===== config.mk =====
export PLATFORM = sky130hd
export DESIGN_NAME = ultrasonic_echo_ranger
export DESIGN_NICKNAME = d
export VERILOG_FILES = /design/src/design/uer_pkg.sv /design/src/design/uer_cfg_regs.sv /design/src/design/uer_range_calc.sv /design/src/design/uer_tick_core.sv /design/src/design/ultrasonic_echo_ranger.sv
export SDC_FILE = /design/constraint.sdc
export NUM_CORES = 1
export LEC_CHECK = 0
export BUFFER_PORTS_ARGS = -buffer_cell sky130_fd_sc_hd__buf_2
export CAP_MARGIN = 40
export CORE_AREA = 10 10 210 212
export CTS_CLUSTER_DIAMETER = 40
export DETAILED_ROUTE_END_ITERATION = 6
export DIE_AREA = 0 0 220 222
export SLEW_MARGIN = 20
export SYNTH_ARGS = -nofsm -noshare
export SYNTH_HDL_FRONTEND = slang
export SYNTH_SLANG_ARGS = --single-unit

===== constraint.sdc =====
create_clock -name clk -period 22.2 [get_ports clk]
set_input_delay 0 -clock clk [delete_from_list [all_inputs] [get_ports clk]]
set_output_delay 0 -clock clk [all_outputs]
set_load 0.005 [all_outputs]

===== src/design/uer_pkg.sv =====
// ----------------------------------------------------------------------------
// uer_pkg: shared types and constants for the ultrasonic echo ranger
// Holds register indexes, reset values, the configuration bundle and the
// per-tick result bundle.
// ----------------------------------------------------------------------------
package uer_pkg;

  // Default widths of the internal counters
  localparam int CNT_W_DEF  = 20;
  localparam int ECHO_W_DEF = 16;

  // Configuration port geometry
  localparam int CFG_DATA_W = 20;
  localparam int CFG_IDX_W  = 3;

  // Output field widths
  localparam int DIST_W = 12;
  localparam int DUR_W  = 16;

  // Distance ceiling in tenths of a centimetre
  localparam logic [DIST_W-1:0] DIST_CAP = 12'd4000;

  // Register indexes on the configuration port
  typedef enum logic [CFG_IDX_W-1:0] {
    REG_INTERVAL = 3'd0,
    REG_TIMEOUT  = 3'd1,
    REG_TRIGGER  = 3'd2,
    REG_MIN_ECHO = 3'd3,
    REG_MAX_ECHO = 3'd4
  } cfg_reg_t;

  // Register reset values
  localparam logic [19:0] INTERVAL_RST = 20'd100000;
  localparam logic [19:0] TIMEOUT_RST  = 20'd50000;
  localparam logic [7:0]  TRIGGER_RST  = 8'd10;
  localparam logic [15:0] MIN_ECHO_RST = 16'd118;
  localparam logic [15:0] MAX_ECHO_RST = 16'd23529;

  // Configuration bundle
  typedef struct packed {
    logic [19:0] interval_ticks;
    logic [19:0] timeout_ticks;
    logic [7:0]  trigger_ticks;
    logic [15:0] min_echo_ticks;
    logic [15:0] max_echo_ticks;
  } cfg_t;

  // Result bundle for one tick
  typedef struct packed {
    logic              trigger_level;
    logic [DIST_W-1:0] distance_tenths;
    logic [DUR_W-1:0]  echo_ticks;
    logic              measure_done;
    logic              timed_out;
    logic              new_result;
  } res_t;

endpackage


===== src/design/uer_cfg_regs.sv =====
// ----------------------------------------------------------------------------
// uer_cfg_regs: configuration register file
// Captures writes from the plain write port; unknown indexes are dropped.
// ----------------------------------------------------------------------------
module uer_cfg_regs
  import uer_pkg::*;
(
  input  logic                  clk,
  input  logic                  rst_n,
  input  logic                  cfg_we,
  input  logic [CFG_IDX_W-1:0]  cfg_index,
  input  logic [CFG_DATA_W-1:0] cfg_wdata,
  output cfg_t                  cfg
);

  cfg_t cfg_r;
  cfg_t cfg_nxt;

  // Decode the write
  always_comb begin
    cfg_nxt = cfg_r;
    if (cfg_we) begin
      case (cfg_reg_t'(cfg_index))
        REG_INTERVAL: cfg_nxt.interval_ticks = cfg_wdata[19:0];
        REG_TIMEOUT:  cfg_nxt.timeout_ticks  = cfg_wdata[19:0];
        REG_TRIGGER:  cfg_nxt.trigger_ticks  = cfg_wdata[7:0];
        REG_MIN_ECHO: cfg_nxt.min_echo_ticks = cfg_wdata[15:0];
        REG_MAX_ECHO: cfg_nxt.max_echo_ticks = cfg_wdata[15:0];
        default:      cfg_nxt = cfg_r;
      endcase
    end
  end

  // Hold register contents
  always_ff @(posedge clk) begin
    if (!rst_n) begin
      cfg_r.interval_ticks <= INTERVAL_RST;
      cfg_r.timeout_ticks  <= TIMEOUT_RST;
      cfg_r.trigger_ticks  <= TRIGGER_RST;
      cfg_r.min_echo_ticks <= MIN_ECHO_RST;
      cfg_r.max_echo_ticks <= MAX_ECHO_RST;
    end else begin
      cfg_r <= cfg_nxt;
    end
  end

  assign cfg = cfg_r;

endmodule


===== src/design/uer_range_calc.sv =====
// ----------------------------------------------------------------------------
// uer_range_calc: echo duration to distance
// Checks the echo window and computes floor(ticks*17/100), capped, using a
// multiply by a fixed reciprocal of 100.
// ----------------------------------------------------------------------------
module uer_range_calc
  import uer_pkg::*;
#(
  parameter int ECHO_W = ECHO_W_DEF
) (
  input  logic [ECHO_W-1:0] ticks,
  input  logic [15:0]       min_echo_ticks,
  input  logic [15:0]       max_echo_ticks,
  output logic [DIST_W-1:0] distance_tenths
);

  // Compare width for the window check
  localparam int WIN_W  = (ECHO_W > 16) ? ECHO_W : 16;
  // ticks*17 width
  localparam int X_W    = ECHO_W + 5;
  // Reciprocal shift and width; error term stays below 2^SHIFT over the range
  localparam int SHIFT  = ECHO_W + 12;
  localparam int RCP_W  = SHIFT - 6;
  localparam longint unsigned RCP_L = ((64'd1 << SHIFT) + 64'd99) / 64'd100;
  localparam logic [RCP_W-1:0] RCP = RCP_W'(RCP_L);
  localparam int PROD_W = X_W + RCP_W;
  localparam int Q_W    = PROD_W - SHIFT;
  localparam int CMP_W  = (Q_W > DIST_W) ? Q_W : DIST_W;

  logic [WIN_W-1:0]  t_win;
  logic              in_window;
  logic [X_W-1:0]    x17;
  logic [PROD_W-1:0] prod;
  logic [Q_W-1:0]    quot;
  logic [CMP_W-1:0]  quot_ext;

  // Window check
  assign t_win     = WIN_W'(ticks);
  assign in_window = (t_win >= WIN_W'(min_echo_ticks)) && (t_win <= WIN_W'(max_echo_ticks));

  // ticks*17 as shift and add, then divide by 100 through the reciprocal
  assign x17      = X_W'({ticks, 4'b0000}) + X_W'(ticks);
  assign prod     = PROD_W'(x17) * PROD_W'(RCP);
  assign quot     = prod[PROD_W-1:SHIFT];
  assign quot_ext = CMP_W'(quot);

  // Cap and zero outside the window
  always_comb begin
    if (!in_window) begin
      distance_tenths = '0;
    end else if (quot_ext > CMP_W'(DIST_CAP)) begin
      distance_tenths = DIST_CAP;
    end else begin
      distance_tenths = quot_ext[DIST_W-1:0];
    end
  end

endmodule


===== src/design/uer_tick_core.sv =====
// ----------------------------------------------------------------------------
// uer_tick_core: per-tick measurement sequencer
// Input register, measurement state update and result register, with a
// shared stall so a new tick enters every cycle while the output drains.
// ----------------------------------------------------------------------------
module uer_tick_core
  import uer_pkg::*;
#(
  parameter int CNT_W  = CNT_W_DEF,
  parameter int ECHO_W = ECHO_W_DEF
) (
  input  logic clk,
  input  logic rst_n,
  input  cfg_t cfg,
  input  logic in_valid,
  output logic in_ready,
  input  logic in_echo_level,
  output logic out_valid,
  input  logic out_ready,
  output res_t res
);

  localparam int TCMP_W = (CNT_W > 20) ? CNT_W : 20;
  localparam int DCMP_W = (ECHO_W > DUR_W) ? ECHO_W : DUR_W;

  // Pipeline control
  logic s1_valid_r, s1_valid_nxt;
  logic s1_level_r;
  logic out_valid_r, out_valid_nxt;
  logic adv;

  // Measurement state
  logic [CNT_W-1:0]  since_r, since_nxt;
  logic [ECHO_W-1:0] echo_r, echo_nxt;
  logic              prev_r, prev_nxt;
  logic              done_r, done_nxt;
  logic              tmo_r, tmo_nxt;
  logic [DIST_W-1:0] dist_r, dist_nxt;
  logic [DUR_W-1:0]  dur_r, dur_nxt;
  logic              fresh;
  logic              start;
  logic              trig;
  logic [DIST_W-1:0] calc_dist;
  logic [DCMP_W-1:0] t_ext;
  res_t              res_r;

  // Advance the input stage into the result register
  assign adv          = s1_valid_r && (!out_valid_r || out_ready);
  assign in_ready     = !s1_valid_r || adv;
  assign s1_valid_nxt = (in_valid && in_ready) ? 1'b1 : (adv ? 1'b0 : s1_valid_r);
  assign out_valid_nxt = adv ? 1'b1 : (out_ready ? 1'b0 : out_valid_r);

  // Distance of the echo currently counted
  uer_range_calc #(
    .ECHO_W(ECHO_W)
  ) u_range_calc (
    .ticks          (echo_r),
    .min_echo_ticks (cfg.min_echo_ticks),
    .max_echo_ticks (cfg.max_echo_ticks),
    .distance_tenths(calc_dist)
  );

  assign start = TCMP_W'(since_r) >= TCMP_W'(cfg.interval_ticks);
  assign t_ext = DCMP_W'(echo_r);

  // Measurement state update for one tick
  always_comb begin
    since_nxt = since_r;
    echo_nxt  = echo_r;
    done_nxt  = done_r;
    tmo_nxt   = tmo_r;
    dist_nxt  = dist_r;
    dur_nxt   = dur_r;
    fresh     = 1'b0;
    prev_nxt  = s1_level_r;
    if (start) begin
      since_nxt = '0;
      done_nxt  = 1'b0;
      tmo_nxt   = 1'b0;
      echo_nxt  = ECHO_W'(s1_level_r);
    end else begin
      if (since_r != '1) begin
        since_nxt = since_r + CNT_W'(1);
      end
      if (s1_level_r) begin
        if (!prev_r) begin
          echo_nxt = ECHO_W'(1);
        end else if (echo_r != '1) begin
          echo_nxt = echo_r + ECHO_W'(1);
        end
      end else if (prev_r && !done_r) begin
        dur_nxt  = (t_ext > DCMP_W'(16'hFFFF)) ? 16'hFFFF : t_ext[DUR_W-1:0];
        dist_nxt = calc_dist;
        done_nxt = 1'b1;
        tmo_nxt  = 1'b0;
        fresh    = 1'b1;
      end
      if (!done_nxt && (TCMP_W'(since_nxt) > TCMP_W'(cfg.timeout_ticks))) begin
        done_nxt = 1'b1;
        tmo_nxt  = 1'b1;
        dist_nxt = '0;
        fresh    = 1'b1;
      end
    end
  end

  assign trig = !done_nxt && (since_nxt < CNT_W'(cfg.trigger_ticks));

  // Control and state registers
  always_ff @(posedge clk) begin
    if (!rst_n) begin
      s1_valid_r  <= 1'b0;
      out_valid_r <= 1'b0;
      since_r     <= '0;
      echo_r      <= '0;
      prev_r      <= 1'b0;
      done_r      <= 1'b1;
      tmo_r       <= 1'b0;
      dist_r      <= '0;
      dur_r       <= '0;
    end else begin
      s1_valid_r  <= s1_valid_nxt;
      out_valid_r <= out_valid_nxt;
      if (adv) begin
        since_r <= since_nxt;
        echo_r  <= echo_nxt;
        prev_r  <= prev_nxt;
        done_r  <= done_nxt;
        tmo_r   <= tmo_nxt;
        dist_r  <= dist_nxt;
        dur_r   <= dur_nxt;
      end
    end
  end

  // Payload registers
  always_ff @(posedge clk) begin
    if (in_valid && in_ready) begin
      s1_level_r <= in_echo_level;
    end
    if (adv) begin
      res_r.trigger_level   <= trig;
      res_r.distance_tenths <= dist_nxt;
      res_r.echo_ticks      <= dur_nxt;
      res_r.measure_done    <= done_nxt;
      res_r.timed_out       <= tmo_nxt;
      res_r.new_result      <= fresh;
    end
  end

  assign out_valid = out_valid_r;
  assign res       = res_r;

  // Checks
  a_timeout_done: assert property (@(posedge clk) disable iff (!rst_n)
    out_valid_r |-> (!res_r.timed_out || res_r.measure_done))
    else $error("timed_out without measure_done");

  a_timeout_zero: assert property (@(posedge clk) disable iff (!rst_n)
    out_valid_r && res_r.timed_out |-> res_r.distance_tenths == '0)
    else $error("timeout with nonzero distance");

  a_dist_cap: assert property (@(posedge clk) disable iff (!rst_n)
    out_valid_r |-> res_r.distance_tenths <= DIST_CAP)
    else $error("distance above cap");

  a_trig_open: assert property (@(posedge clk) disable iff (!rst_n)
    out_valid_r && res_r.trigger_level |-> !res_r.measure_done)
    else $error("trigger driven on finished measurement");

  a_state_moves: assert property (@(posedge clk) disable iff (!rst_n)
    !adv |=> $stable(since_r) && $stable(done_r))
    else $error("measurement state changed without a tick");

endmodule


===== src/design/ultrasonic_echo_ranger.sv =====
// ----------------------------------------------------------------------------
// ultrasonic_echo_ranger: ultrasonic time-of-flight ranger
// Each input transaction is one microsecond tick with the sampled echo
// level; each tick yields one result transaction with the trigger drive,
// the last distance and duration, and the measurement flags.
//
// Channels: in_* and out_* are valid/ready; cfg_* is a write-only register
// port (0 interval, 1 timeout, 2 trigger width, 3 min echo, 4 max echo).
// Path: an accepted tick passes the input register, then the result register,
// before its result appears on out_*.
// Throughput: one tick per cycle while out_ready is high; the measurement state
// update is a single pass of counter, compare and one constant multiply between the registers.
// Reset: counters clear, measure_done is set, registers take their defaults;
// the first measurement starts interval_ticks ticks after reset.
// Stall: while out_ready is low the result holds, the input register keeps
// one more tick, and in_ready drops once both are full.
// ----------------------------------------------------------------------------
module ultrasonic_echo_ranger
  import uer_pkg::*;
#(
  parameter int COUNTER_WIDTH = CNT_W_DEF,
  parameter int ECHO_WIDTH    = ECHO_W_DEF
) (
  input  logic                  clk,
  input  logic                  rst_n,
  input  logic                  cfg_we,
  input  logic [CFG_IDX_W-1:0]  cfg_index,
  input  logic [CFG_DATA_W-1:0] cfg_wdata,
  input  logic                  in_valid,
  output logic                  in_ready,
  input  logic                  in_echo_level,
  output logic                  out_valid,
  input  logic                  out_ready,
  output logic                  out_trigger_level,
  output logic [DIST_W-1:0]     out_distance_tenths,
  output logic [DUR_W-1:0]      out_echo_ticks,
  output logic                  out_measure_done,
  output logic                  out_timed_out,
  output logic                  out_new_result
);

  cfg_t cfg;
  res_t res;

  // Configuration registers
  uer_cfg_regs u_cfg_regs (
    .clk      (clk),
    .rst_n    (rst_n),
    .cfg_we   (cfg_we),
    .cfg_index(cfg_index),
    .cfg_wdata(cfg_wdata),
    .cfg      (cfg)
  );

  // Tick pipeline
  uer_tick_core #(
    .CNT_W (COUNTER_WIDTH),
    .ECHO_W(ECHO_WIDTH)
  ) u_tick_core (
    .clk          (clk),
    .rst_n        (rst_n),
    .cfg          (cfg),
    .in_valid     (in_valid),
    .in_ready     (in_ready),
    .in_echo_level(in_echo_level),
    .out_valid    (out_valid),
    .out_ready    (out_ready),
    .res          (res)
  );

  // Unpack the result
  assign out_trigger_level   = res.trigger_level;
  assign out_distance_tenths = res.distance_tenths;
  assign out_echo_ticks      = res.echo_ticks;
  assign out_measure_done    = res.measure_done;
  assign out_timed_out       = res.timed_out;
  assign out_new_result      = res.new_result;

endmodule

==> results.txt, run 1 <==
The data arrival time of the worst path is about 10 ns. The clock net sink count came out at 182. The critical path endpoint category is a register. The cts-stage hold buffer count came out at 24. Setup repair after global routing left no endpoint under its margin. The final number of max-transition violations was 0.

The run finished with clean final reports. The cell seen most often among critical-path stages is sky130_fd_sc_hd__fa_1. The maximum number of pins on one net before global-route repair came out at 58. The synthesized design contains 182 register bits. The mean cell area of the mapped netlist is 8.878 um^2. After floorplanning, the core was divided into 73 placement rows. Across the run, the number of max-cap violations was 0. The number of standard cells in the layout, taps in and fillers out is 2,595. The weighted congestion reported at the end of routability-driven placement came out at roughly 0.96. By area the synthesized netlist is led by sky130_fd_sc_hd__ha_1, sky130_fd_sc_hd__fa_1, sky130_fd_sc_hd__dfxtp_1, sky130_fd_sc_hd__inv_1, sky130_fd_sc_hd__edfxtp_1.

The final net count is around 2,500. The fraction of final layout cells with drive strength greater than 1 came out at 6.280%. The final wirelength came out at 49.42 mm. The die covers 48,840 um^2. The first-pass iteration count of the detailed router came out at 5.

In this run, placement finished with an instance count of roughly 2,500. The routed length per placed instance came out at 19.05 um. The setup fix buffers added after clock tree synthesis came out at 0. The repair_antennas step left the layout with diodes totalling 0. In the global route stage, overall resource usage came out at 20.50%. The number of antenna violations at the first check in global routing is 0. The number of gates resized after cts came out at 0. The synthesized netlist devotes approximately an eighth of its cell area to compound gates. The number of warnings issued by yosys is 0.

For this run, design rule violations remaining after detail routing come to 0. The post-detailed-route via-to-cell ratio is roughly 5.4. The most common cell in the synthesized netlist is sky130_fd_sc_hd__inv_1. The parity-gate share of the synthesized area counting xor and xnor cells is 3.069%. The die outline width is 220 um. The half-perimeter wire length after placement came out at 39.88 mm. The maximum number of buffers from clock root to sink came out at 2. The critical setup path kind is reg2reg. The total power divided by cell area is 37.28 nW/um^2. The total congestion overflow after global routing is 0. The initial core utilization is approximately 45%. The first global-routing pass estimated 78.49 mm of wire. The CTS tree is yes. The arithmetic-cell share of the synthesized area counting full adders, half adders and majority gates is 38.18%. The number of port buffers is a little over 60. The shortest clock period the worst path allows after layout is 9.884 ns. The final worst clock skew came out at 0.01170 ns.

After synthesis the cells add up to approximately 18,000 um^2. The maximum ir drop on the vdd rail is 0.05203 mV. The number of vias in the routed layout came out at 13,970. The number of distinct standard cells referenced by the synthesized netlist came out at 66. Among all flip-flop cells after synthesis, the most frequent one is sky130_fd_sc_hd__dfxtp_1. The I/O pin count came out at 63. The remaining number of nets flagged by the antenna check after routing came out at 0. For this run, the slowest stage of the critical path takes 0.69 ns. The setup TNS after final layout is 0 ns.

By area, the combinational part of the netlist is dominated by adder cells. The height of the chip is 222 um. The leakage power total is 0.01001 uW. The hold violation total from the final report is 0. For this run, asynchronously set or reset flops after synthesis account for 0%. The placeable core region is 39,640 um^2. The commonest cells after synthesis are sky130_fd_sc_hd__inv_1, sky130_fd_sc_hd__ha_1, sky130_fd_sc_hd__nand2_1, sky130_fd_sc_hd__fa_1, sky130_fd_sc_hd__dfxtp_1. The highest net fanout along the worst path is 11.

The number of H-tree levels came out at 4. The worst setup path is launched from a register. The number of standard cells after synthesis came out at 1,993. The clock latency on the worst-skew pair came out at 0.44 ns.

The via count of the first global-routing pass was 13,980. Summing the areas of all and, or, nand and nor instances in the mapped netlist gives roughly 14% of the synthesized area. The proportion of synthesized chip area in sequential cells came out at between 20 and 25%. The net count after synthesis came out at 2,472. The fraction of synthesized cell area taken by the top area cell type came out at between 20% and 30%.

The number of enable flip-flop cells after synthesis is 33. The final clock period utilization by the worst path is 44.52%. The final-report setup violation count is 0. Compared with the post-synthesis result, the final layout area differs by 9.808%.

The achievable frequency came out at 101.2 MHz. For the worst setup path, the data required time is 22.36 ns. The proportion of synthesized area in mux cells came out at 1.117%.

At the pin with the least slew margin, the transition time is around 0.83 ns. Clock tree synthesis selected as its root buffer the cell sky130_fd_sc_hd__clkbuf_16. The largest total area in the synthesized netlist belongs to sky130_fd_sc_hd__ha_1. The number of buffers inserted during clock tree synthesis came out at 17. For this design, the slowest cell found on the critical path is sky130_fd_sc_hd__xnor2_1. The initial detailed-routing violation count came out at 890. Measured against its own limit, the worst slew margin works out to 44.78%. The CTS clock-pin slew for the worst setup and hold paths is 0.08 ns. The path class of the tightest hold or removal check is in2reg.
==> cell usage in the layout (no fill, tap or decap), drive strengths merged, types with 7 or more instances in the layout <==
master | synthesis | routed
inv | 337 | 345
ha | 300 | 300
nand2 | 254 | 254
fa | 150 | 150
dfxtp | 149 | 149
a21oi | 137 | 137
buf | 4 | 79
nor2 | 66 | 66
o21ai | 60 | 60
nand3 | 52 | 52
o211ai | 33 | 33
edfxtp | 33 | 33
xor2 | 32 | 32
xnor2 | 30 | 30
nand4 | 25 | 25
a21o | 24 | 24
dlygate4sd3 | 0 | 24
and3 | 23 | 23
nand2b | 23 | 23
and2 | 21 | 21
clkbuf | 55 | 19
nor3 | 18 | 18
mux2 | 14 | 14
o21a | 12 | 12
o211a | 12 | 12
a211oi | 11 | 11
and4 | 11 | 11
or3 | 8 | 8
a31oi | 8 | 8
nor2b | 8 | 8
or2 | 7 | 7
==> layout make-up <==
cell class	count	area, um^2
Clock inverter	14	142.6
Fill cell	3795	20210
Clock buffer	18	429.2
Multi-Input combinational cell	1414	12230
Tap cell	525	656.9
Sequential cell	182	3974
Timing Repair Buffer	104	728.2
Inverter	338	1269
==> through the flow <==
step	worst slack (ns)	hold slack (ns)	power, uW	cell area, um^2	utilization, %
final	12.32	0.1374	724.3	19430	49.02
after global routing	11.66	0.1446	753.1	19430	49.02
after CTS	12.30	0.1205	730.4	19410	48.98
after detailed placement	12.32	0.1844	424.7	18600	46.93
after global placement	12.51	0.1790	422.3	18520	46.71
after floorplan	13.71	0.09887	396.9	17690	-
==> worst max-delay path, delay by kind of cell (launching register included) <==
family	cells	cell delay [ns]
AND/OR/NAND/NOR	6	1.04
flip-flops	1	0.64
XOR/XNOR	2	1.07
buffers and inverters	1	0.18
AO/OA/AOI/OAI	10	2.62
adder cells (fa/ha/maj)	9	4.05
==> routing by layer <==
metal  wire, um  track usage (%)  part of all wire (%)
met1      22930            27.43                    46
met2      22860            33.08                    46
met3       2608            4.161                   5.3
met4       1020            4.932                   2.1
met5          0                0                     0
==> registers in the layout (all words and copies together), names as in the netlist <==
| register | cells |
|---|---|
| u_cfg_regs.cfg | 80 |
| u_tick_core.tmo_r | 1 |
| u_tick_core.prev_nxt | 1 |
| u_tick_core.done_r | 1 |
| u_tick_core.res | 32 |
| u_tick_core.prev_r | 1 |
| u_tick_core.since_r | 20 |
| u_tick_core.echo_r | 16 |
| u_tick_core.out_valid | 1 |
| u_tick_core.s1_valid_r | 1 |
| u_tick_core.dist_r | 12 |
| u_tick_core.dur_r | 16 |
==> cells by family (layout without fill, tap and decap cells) <==
| group | after synthesis | after routing |
|---|---|---|
| xor+xnor | 62 | 62 |
| mux | 18 | 18 |
| compound gates | 351 | 351 |
| fa+ha+maj | 450 | 450 |
| flops | 182 | 182 |
| buf+inv | 397 | 474 |
| simple gates | 533 | 533 |
==> report_power, final <==
part	internal, uW	leakage [uW]	switching, uW	total (uW)
combinational	25.9	0.00821	44.1	70.0
sequential	346	0.00152	4.96	350
clock	158	0.000284	145	304
==> worst paths after layout <==
path                            slack, ns                                  end  cells after the start                                 from
worst max-delay path                12.32        u_tick_core.res[20]$_DFFE_PP_                     28   u_tick_core.echo_r[1]$_SDFFE_PN0P_
worst min-delay path                 0.14      u_cfg_regs.cfg[36]$_SDFFE_PN0P_                      4                         cfg_index[1]
worst max register to register      12.32        u_tick_core.res[20]$_DFFE_PP_                     28   u_tick_core.echo_r[1]$_SDFFE_PN0P_
worst min register to register       0.45  u_tick_core.dist_r[10]$_SDFFE_PN0P_                      2  u_tick_core.dist_r[10]$_SDFFE_PN0P_
(Power assumes the default switching activity.)
==> inputs of run 2 (changes only) <==
Clock period 22.2 ns to 8.1 ns, I/O delays scaled along.
==> run 2 against run 1 <==
Effect of this change: sequential power rose to 2.7 times the previous value; design area increased by 11%; via count grew 5.5%; cell count is 5.5% higher; clock skew grew 0.0091 ns; die area did not move; critical path type unchanged; highest routed layer unchanged.
==> results.txt, run 2 (synthesis results as in run 1) <==
The run finished with clean final reports. The number of port buffers is 62 (unchanged). The count of unresolved DRC violations after routing is 0 (unchanged). The first-pass GRT wire length is 79.90 mm (+1.8%). The fraction of final layout cells with drive strength greater than 1 came to 18.26% (+12 points). STA classifies the critical path endpoint as a register. The overall routing resource usage came out at 20.44% (-0.063 points). The height of the chip is 222 um (unchanged).

The number of vias in the routed layout came out at 14,730 (+5.5%). The achievable frequency came out at 125.8 MHz (+24%). The library cell used most frequently in the layout, excluding fill and tap cells, is sky130_fd_sc_hd__inv_1. The shortest clock period the worst path allows after layout is 7.949 ns (-1.934 ns). On the critical path, the stage with the largest delay is an instance of sky130_fd_sc_hd__fa_1. The number of H-tree levels is 4 (unchanged).

The post-route standard cell area excluding fillers came out at 21,480 um^2 (+11%). The final clock period utilization by the worst path came to 98.14% (+54 points). The required time of the worst setup path came out at 8.43 ns (-13.93 ns). The minimum setup slack after placement is -0.4008 ns (-12.72 ns). The final critical-path setup slack was 0.1506 ns (-12.17 ns). The actual transition at the worst max-transition pin was 0.8335 ns (+0.005091 ns). The leakage power total came out at 0.01078 uW (+7.7%). The post-route worst hold slack came out at 0.1507 ns (+0.01334 ns). The remaining number of nets flagged by the antenna check after routing is 0 (unchanged). The initial core utilization is 44.64% (unchanged). The highest net fanout along the worst path is 5 (-6).

The die area is 48,840 um^2 (unchanged). The initial detailed-routing violation count came to 1,060 (+19%). The cell area after placement came out at 19,600 um^2 (+5.3%). The number of maximum-capacitance constraint violations came out at 0 (unchanged). The hold violation total from the final report came out at 0 (unchanged). The final number of max-transition violations came out at 0 (unchanged). The number of cell rows came to 73 (unchanged). The critical setup path kind is reg2reg. The worst slew margin relative to its limit was 44.06% (-0.71 points). The weighted congestion reported at the end of routability-driven placement came out at 0.8954 (-6.6%).

The maximum number of buffers from clock root to sink came out at 2 (unchanged). TritonCTS built the clock tree. The total power divided by cell area is 94.88 nW/um^2 (+150%). The number of buffers inserted during clock tree synthesis is 17 (unchanged).

The peak per-stage delay on the critical path is 0.61 ns (-0.08 ns). The CTS clock-pin slew for the worst setup and hold paths was 0.08 ns (about the same). Setup repair after global routing could not meet its margin everywhere. The clock latency on the worst-skew pair is 0.44 ns (about the same). The I/O pin count is 63 (unchanged). In this run the clock root is driven by a sky130_fd_sc_hd__clkbuf_16. Leaving out fill and tap cells, the most frequent cells in the layout are sky130_fd_sc_hd__inv_1, sky130_fd_sc_hd__ha_1, sky130_fd_sc_hd__nand2_1. The final wirelength came out at 50.59 mm (+2.4%). The via count of the first global-routing pass is 14,970 (+7.1%). The number of standard cells in the layout, taps in and fillers out is 2,737 (+5.5%). By instance count, the cell type seen most on the critical path is sky130_fd_sc_hd__fa_1. The post-detailed-route via-to-cell ratio is 5.382 (about the same). The routed length per placed instance is 18.48 um (-2.9%). The maximum ir drop on the vdd rail came out at 0.1459 mV (+180%). The startpoint type of the worst setup path is a register. The total congestion overflow after global routing is 0 (unchanged). The final-report setup violation count was 0 (unchanged). The number of antenna violations at the first check in global routing is 0 (unchanged). The die outline width was 220 um (unchanged). The first-pass iteration count of the detailed router came out at 5 (unchanged). The post-synthesis to final-layout area growth came out at 21.40%. The final worst clock skew came to 0.02079 ns (+0.009090 ns). The class of the tightest hold or removal check is in2reg. The maximum number of pins on one net before global-route repair is 66 (+14%). The data arrival time of the worst path is 8.28 ns (-1.77 ns). The final net count came out at 2,678 (+5.6%). The half-perimeter wire length after placement came to 40.03 mm (+0.37%). The number of placed instances, taps included came out at 2,664 (+5.0%). The antenna diode count is 0 (unchanged). The placeable core region is 39,640 um^2 (unchanged). The flip-flop count of the largest register, all copies and words added is 80 (unchanged). The total power draw is 2038 uW (+180%). The clock net sink count came out at 182 (unchanged).
-- run 2: cell types whose count changed in the layout (fill, tap and decap cells not counted), moves of 7 or more --
cell,delta
sky130_fd_sc_hd__xor2_2,+7
sky130_fd_sc_hd__buf_4,+138
sky130_fd_sc_hd__xor2_1,-7
sky130_fd_sc_hd__fa_1,-9
sky130_fd_sc_hd__inv_1,-15
sky130_fd_sc_hd__o21ai_0,-8
sky130_fd_sc_hd__ha_4,+33
sky130_fd_sc_hd__a21oi_1,-8
sky130_fd_sc_hd__ha_1,-36
sky130_fd_sc_hd__inv_2,+15
sky130_fd_sc_hd__fa_2,+9
sky130_fd_sc_hd__buf_6,+7
sky130_fd_sc_hd__a21oi_2,+7
-- run 2: timing repair --
| item | CTS | global route |
|---|---|---|
| endpoints found under the hold margin | 84 | 0 |
| setup buffers | 8 | 11 |
| endpoints found under the setup margin | 24 | 24 |
| pin swaps | 27 | 91 |
| hold buffers | 24 | 0 |
| gates resized for setup | 39 | 113 |
-- run 2: stage by stage --
stage,utilization (%),setup TNS [ns]
CTS,52.32,0
detailed placement,49.43,-7.174
floorplan,-,0
global route,54.19,-1.860
global placement,49.31,-5.235
finish,54.19,0
-- run 2: power by group --
| group | internal [uW] | switching [uW] | leakage (uW) | total, uW |
|---|---|---|---|---|
| clock network | 434 | 450 | 0.000307 | 884 |
| registers | 946 | 13.0 | 0.00152 | 959 |
| logic | 73.1 | 122 | 0.00895 | 195 |
| total | 1450 | 585 | 0.0108 | 2040 |
-- run 2: worst max-delay path, delay by kind of cell (launching register included) --
kind                     cells  cell delay, ns
adder cells (fa/ha/maj)      9            3.84
buffers and inverters        6            0.70
flip-flops                   1            0.36
XOR/XNOR                     2            0.35
AND/OR/NAND/NOR              2            0.28
AO/OA/AOI/OAI               12            2.35
-- run 2: final timing paths --
kind,from,to,slack [ns],cells past startpoint
worst max-delay path,u_tick_core.echo_r[0]$_SDFFE_PN0P_,u_tick_core.dist_r[0]$_SDFFE_PN0P_,0.15,31
worst min-delay path,cfg_index[2],u_cfg_regs.cfg[15]$_SDFFE_PN0P_,0.15,4
worst max register to register,u_tick_core.echo_r[0]$_SDFFE_PN0P_,u_tick_core.dist_r[0]$_SDFFE_PN0P_,0.15,31
worst min register to register,u_cfg_regs.cfg[71]$_SDFFE_PN0P_,u_cfg_regs.cfg[71]$_SDFFE_PN0P_,0.46,2
-- run 2: area by class of cell --
class	count	area, um^2
Inverter	338	1269
Fill cell	3601	18160
Clock buffer	17	425.4
Timing Repair Buffer	246	1793
Multi-Input combinational cell	1414	13140
Tap cell	525	656.9
Clock inverter	15	210.2
Sequential cell	182	3986
-- run 2: routing by layer --
layer / global-route usage (%) / part of all wire (%)
met5: 0 / 0
met4: 4.668 / 2.0
met3: 3.370 / 5.1
met2: 33.81 / 47
met1: 27.20 / 45
==> inputs of run 3 (changes only) <==
Settings changed: BUFFER_PORTS_ARGS -buffer_cell sky130_fd_sc_hd__buf_2 to -buffer_cell sky130_fd_sc_hd__clkbuf_2, CORE_AREA 10 10 210 212 to 10 10 200 202, CTS_BUF_LIST from default to sky130_fd_sc_hd__clkbuf_8, DIE_AREA 0 0 220 222 to 0 0 210 212, PLACE_DENSITY from default to 0.68.
==> run 3 against run 2 <==
Effect of this change: the run now ends with setup timing left; total power decreased by 10%; global-route usage is 1.9 points higher; sequential share of layout area is 0.48 points higher; sequential power about the same; setup slack worse by 0.22 ns; cell count down 2.8%; highest routed layer unchanged.
==> results.txt, run 3 (synthesis results as in run 1) <==
The remaining number of nets flagged by the antenna check after routing came out at 0 (unchanged). The number of vias in the routed layout is 14,720 (-0.068%). The CTS tree is yes.

The fraction of power consumed by combinational cells is 10.7% (+1.1 points). The setup TNS after final layout is -0.5283 ns (-0.5283 ns). The critical path starts at u_tick_core.echo_r[1]$_SDFFE_PN0P_. The half-perimeter wire length after placement came to 39.52 mm (-1.3%). The launch instance of the worst register-to-register path is u_tick_core.echo_r[1]$_SDFFE_PN0P_.

The initial detailed-routing violation count came out at 1,115 (+5.2%). The clock net sink count was 182 (unchanged). The I/O pin count came to 63 (unchanged).

The height of the chip is 212 um (-4.5%). The source of the worst hold timing path is cfg_index[2]. The die outline width came out at 210 um (-4.5%). In the layout the commonest cells are sky130_fd_sc_hd__inv_1, sky130_fd_sc_hd__ha_1, sky130_fd_sc_hd__nand2_1. The library cell used most frequently in the layout, excluding fill and tap cells, is sky130_fd_sc_hd__inv_1. The worst-case register-to-register setup slack came out at -0.07 ns (-0.22 ns). The number of H-tree levels came out at 4 (unchanged).

The post-synthesis to final-layout area growth is 18.31%. The minimum setup slack after placement is -0.2656 ns (+0.1351 ns). The achievable frequency was 122.3 MHz (-2.8%). The first-pass GRT wire length came out at 79.68 mm (-0.28%). The shortest clock period the worst path allows after layout is 8.174 ns (+0.2249 ns). The data arrival time of the worst path came out at 8.44 ns (+0.16 ns).

The cell seen most often among critical-path stages is sky130_fd_sc_hd__fa_1. The actual transition at the worst max-transition pin came out at 0.8757 ns (+0.04226 ns). The first-pass iteration count of the detailed router came to 5 (unchanged). The total power divided by cell area is 87.30 nW/um^2 (-8.0%).

The die area is 44,520 um^2 (-8.8%). The required time of the worst setup path is 8.37 ns (-0.06 ns). The initial core utilization came out at 49.04% (+4.4 points). The leakage power total came to 0.01065 uW (-1.2%). The final-report setup violation count came out at 10 (+10).

The number of standard cells in the layout, taps in and fillers out came out at 2,661 (-2.8%). The number of buffers inserted during clock tree synthesis is 17 (unchanged). The maximum ir drop on the vdd rail came to 0.1448 mV (-0.73%). The worst slew margin relative to its limit is 41.23% (-2.8 points). The number of maximum-capacitance constraint violations came to 0 (unchanged). The number of antenna violations at the first check in global routing came out at 1 (+1). The critical path is of the reg2reg type.

The number of cell rows came out at 70 (-4.1%). The flip-flop count of the largest register, all copies and words added came out at 80 (unchanged). The clock latency on the worst-skew pair was 0.50 ns (+0.06 ns). The maximum number of buffers from clock root to sink is 2 (unchanged). The weighted congestion reported at the end of routability-driven placement came out at 0.9528 (+6.4%). The placeable core region is 36,080 um^2 (-9.0%). The post-detailed-route via-to-cell ratio is 5.532 (+2.8%). The sequential group share of total power came out at 52.5% (+5.4 points). The total congestion overflow after global routing was 0 (unchanged). The final critical-path setup slack came to -0.07423 ns (-0.2249 ns).

The peak per-stage delay on the critical path came to 0.60 ns (about the same). The worst hold path belongs to the class in2reg. The flow ran to the end, but the final reports show violations. The post-route standard cell area excluding fillers came out at 20,940 um^2 (-2.5%). The cell area after placement came out at 19,360 um^2 (-1.2%). The switching power total came out at 559.4 uW (-4.3%). The final wirelength is 49.61 mm (-1.9%). The power share of the clock group came out at 36.9% (-6.5 points). The cell sitting at the root of the clock tree is a sky130_fd_sc_hd__clkbuf_8. The final clock period utilization by the worst path came out at 100.9% (+2.8 points). The final worst clock skew came out at 0.02500 ns (+0.004209 ns). The CTS clock-pin slew for the worst setup and hold paths is 0.13 ns (+0.05 ns).

The fraction of final layout cells with drive strength greater than 1 is 17.01% (-1.3 points). The number of port buffers is 62 (unchanged). The overall routing resource usage came out at 22.29% (+1.9 points).

The highest net fanout along the worst path is 4 (-1). The count of unresolved DRC violations after routing is 0 (unchanged). The internal power contribution came out at 1268 uW (-13%). The checks that failed: setup timing. The highest-delay cell along the critical path is sky130_fd_sc_hd__fa_1. The worst setup path is captured at a register. The final net count was 2,659 (-0.71%). The worst setup path is launched from a register. The maximum number of pins on one net before global-route repair was 64 (-3.0%). The switching share of total power came out at 30.61% (+1.9 points). The hold violation total from the final report came out at 0 (unchanged). Setup repair after global routing could not meet its margin everywhere. The final number of max-transition violations is 0 (unchanged).

The number of placed instances, taps included came out at 2,586 (-2.9%). The antenna diode count is 0 (unchanged). The via count of the first global-routing pass is 15,130 (+1.0%).

The routed length per placed instance is 18.64 um (+0.86%).
==> run 3: cell count changes in the layout (fill, tap and decap cells not counted), moves of 3 or more <==
cell and change:
sky130_fd_sc_hd__o21ai_0 -6, sky130_fd_sc_hd__o21ai_2 +10, sky130_fd_sc_hd__buf_2 -61, sky130_fd_sc_hd__xor2_2 -3, sky130_fd_sc_hd__clkbuf_2 +62, sky130_fd_sc_hd__ha_1 +13
sky130_fd_sc_hd__clkbuf_8 +17, sky130_fd_sc_hd__nor2_1 +3, sky130_fd_sc_hd__inv_1 +5, sky130_fd_sc_hd__nor2_4 -3, sky130_fd_sc_hd__clkbuf_16 -17, sky130_fd_sc_hd__buf_4 -22
sky130_fd_sc_hd__ha_4 -13, sky130_fd_sc_hd__inv_2 -5
==> run 3: metal layers <==
metal  vias to the layer above  global-route usage [%]  part of all wire (%)
li1                       7052                       -                     -
met1                      7133                   29.44                    44
met2                       462                   35.81                    46
met3                        74                   5.459                   7.8
met4                         0                   5.631                   2.4
met5                         -                       0                     0
==> run 3: stage by stage <==
stage               utilization, %  total power (uW)  hold WS [ns]
floorplan                        -              1087       0.09887
global placement             53.53              1151        0.1793
detailed placement           53.65              1156        0.1829
CTS                          56.03              1833       0.04930
global route                 58.02              1897       0.07710
finish                       58.02              1828       0.06007
==> run 3: timing repair <==
action | CTS | global route
endpoints found under the hold margin | 84 | 0
cloned | 0 | 1
resized for setup | 24 | 120
pin swaps | 30 | 69
setup buffers | 6 | 10
hold buffers | 24 | 0
endpoints found under the setup margin | 24 | 24
==> run 3: power groups by stage <==
stage	combinational, uW	sequential (uW)	clock [uW]
floorplan	110	977	0
global placement	173	979	0
detailed placement	176	979	0
CTS	189	959	685
global route	218	962	717
finish	195	959	674
==> run 3: area by class of cell <==
class                      instances  area, um^2
clock inverter                    15       211.5
tap                              468       585.6
clock buffer                      17       234.0
timing repair buffer             227        1659
inverter                         338        1269
multi-input combinational       1414       12990
sequential                       182        3986
fill                            3173       15150
==> run 3: path summary, 6_finish.rpt <==
path / depth (start not counted) / to
setup / recovery: 28 / u_tick_core.res[20]$_DFFE_PP_
hold / removal: 4 / u_cfg_regs.cfg[0]$_SDFFE_PN1P_
setup reg to reg: 28 / u_tick_core.res[20]$_DFFE_PP_
hold reg to reg: 2 / u_tick_core.dist_r[10]$_SDFFE_PN0P_
==> run 3: critical path: cells and delay by family (launching register included) <==
kind,cells,cell delay [ns]
buffers and inverters,1,0.09
adder cells (fa/ha/maj),9,3.81
flip-flops,1,0.37
AO/OA/AOI/OAI,9,1.97
AND/OR/NAND/NOR,7,1.31
XOR/XNOR,2,0.40
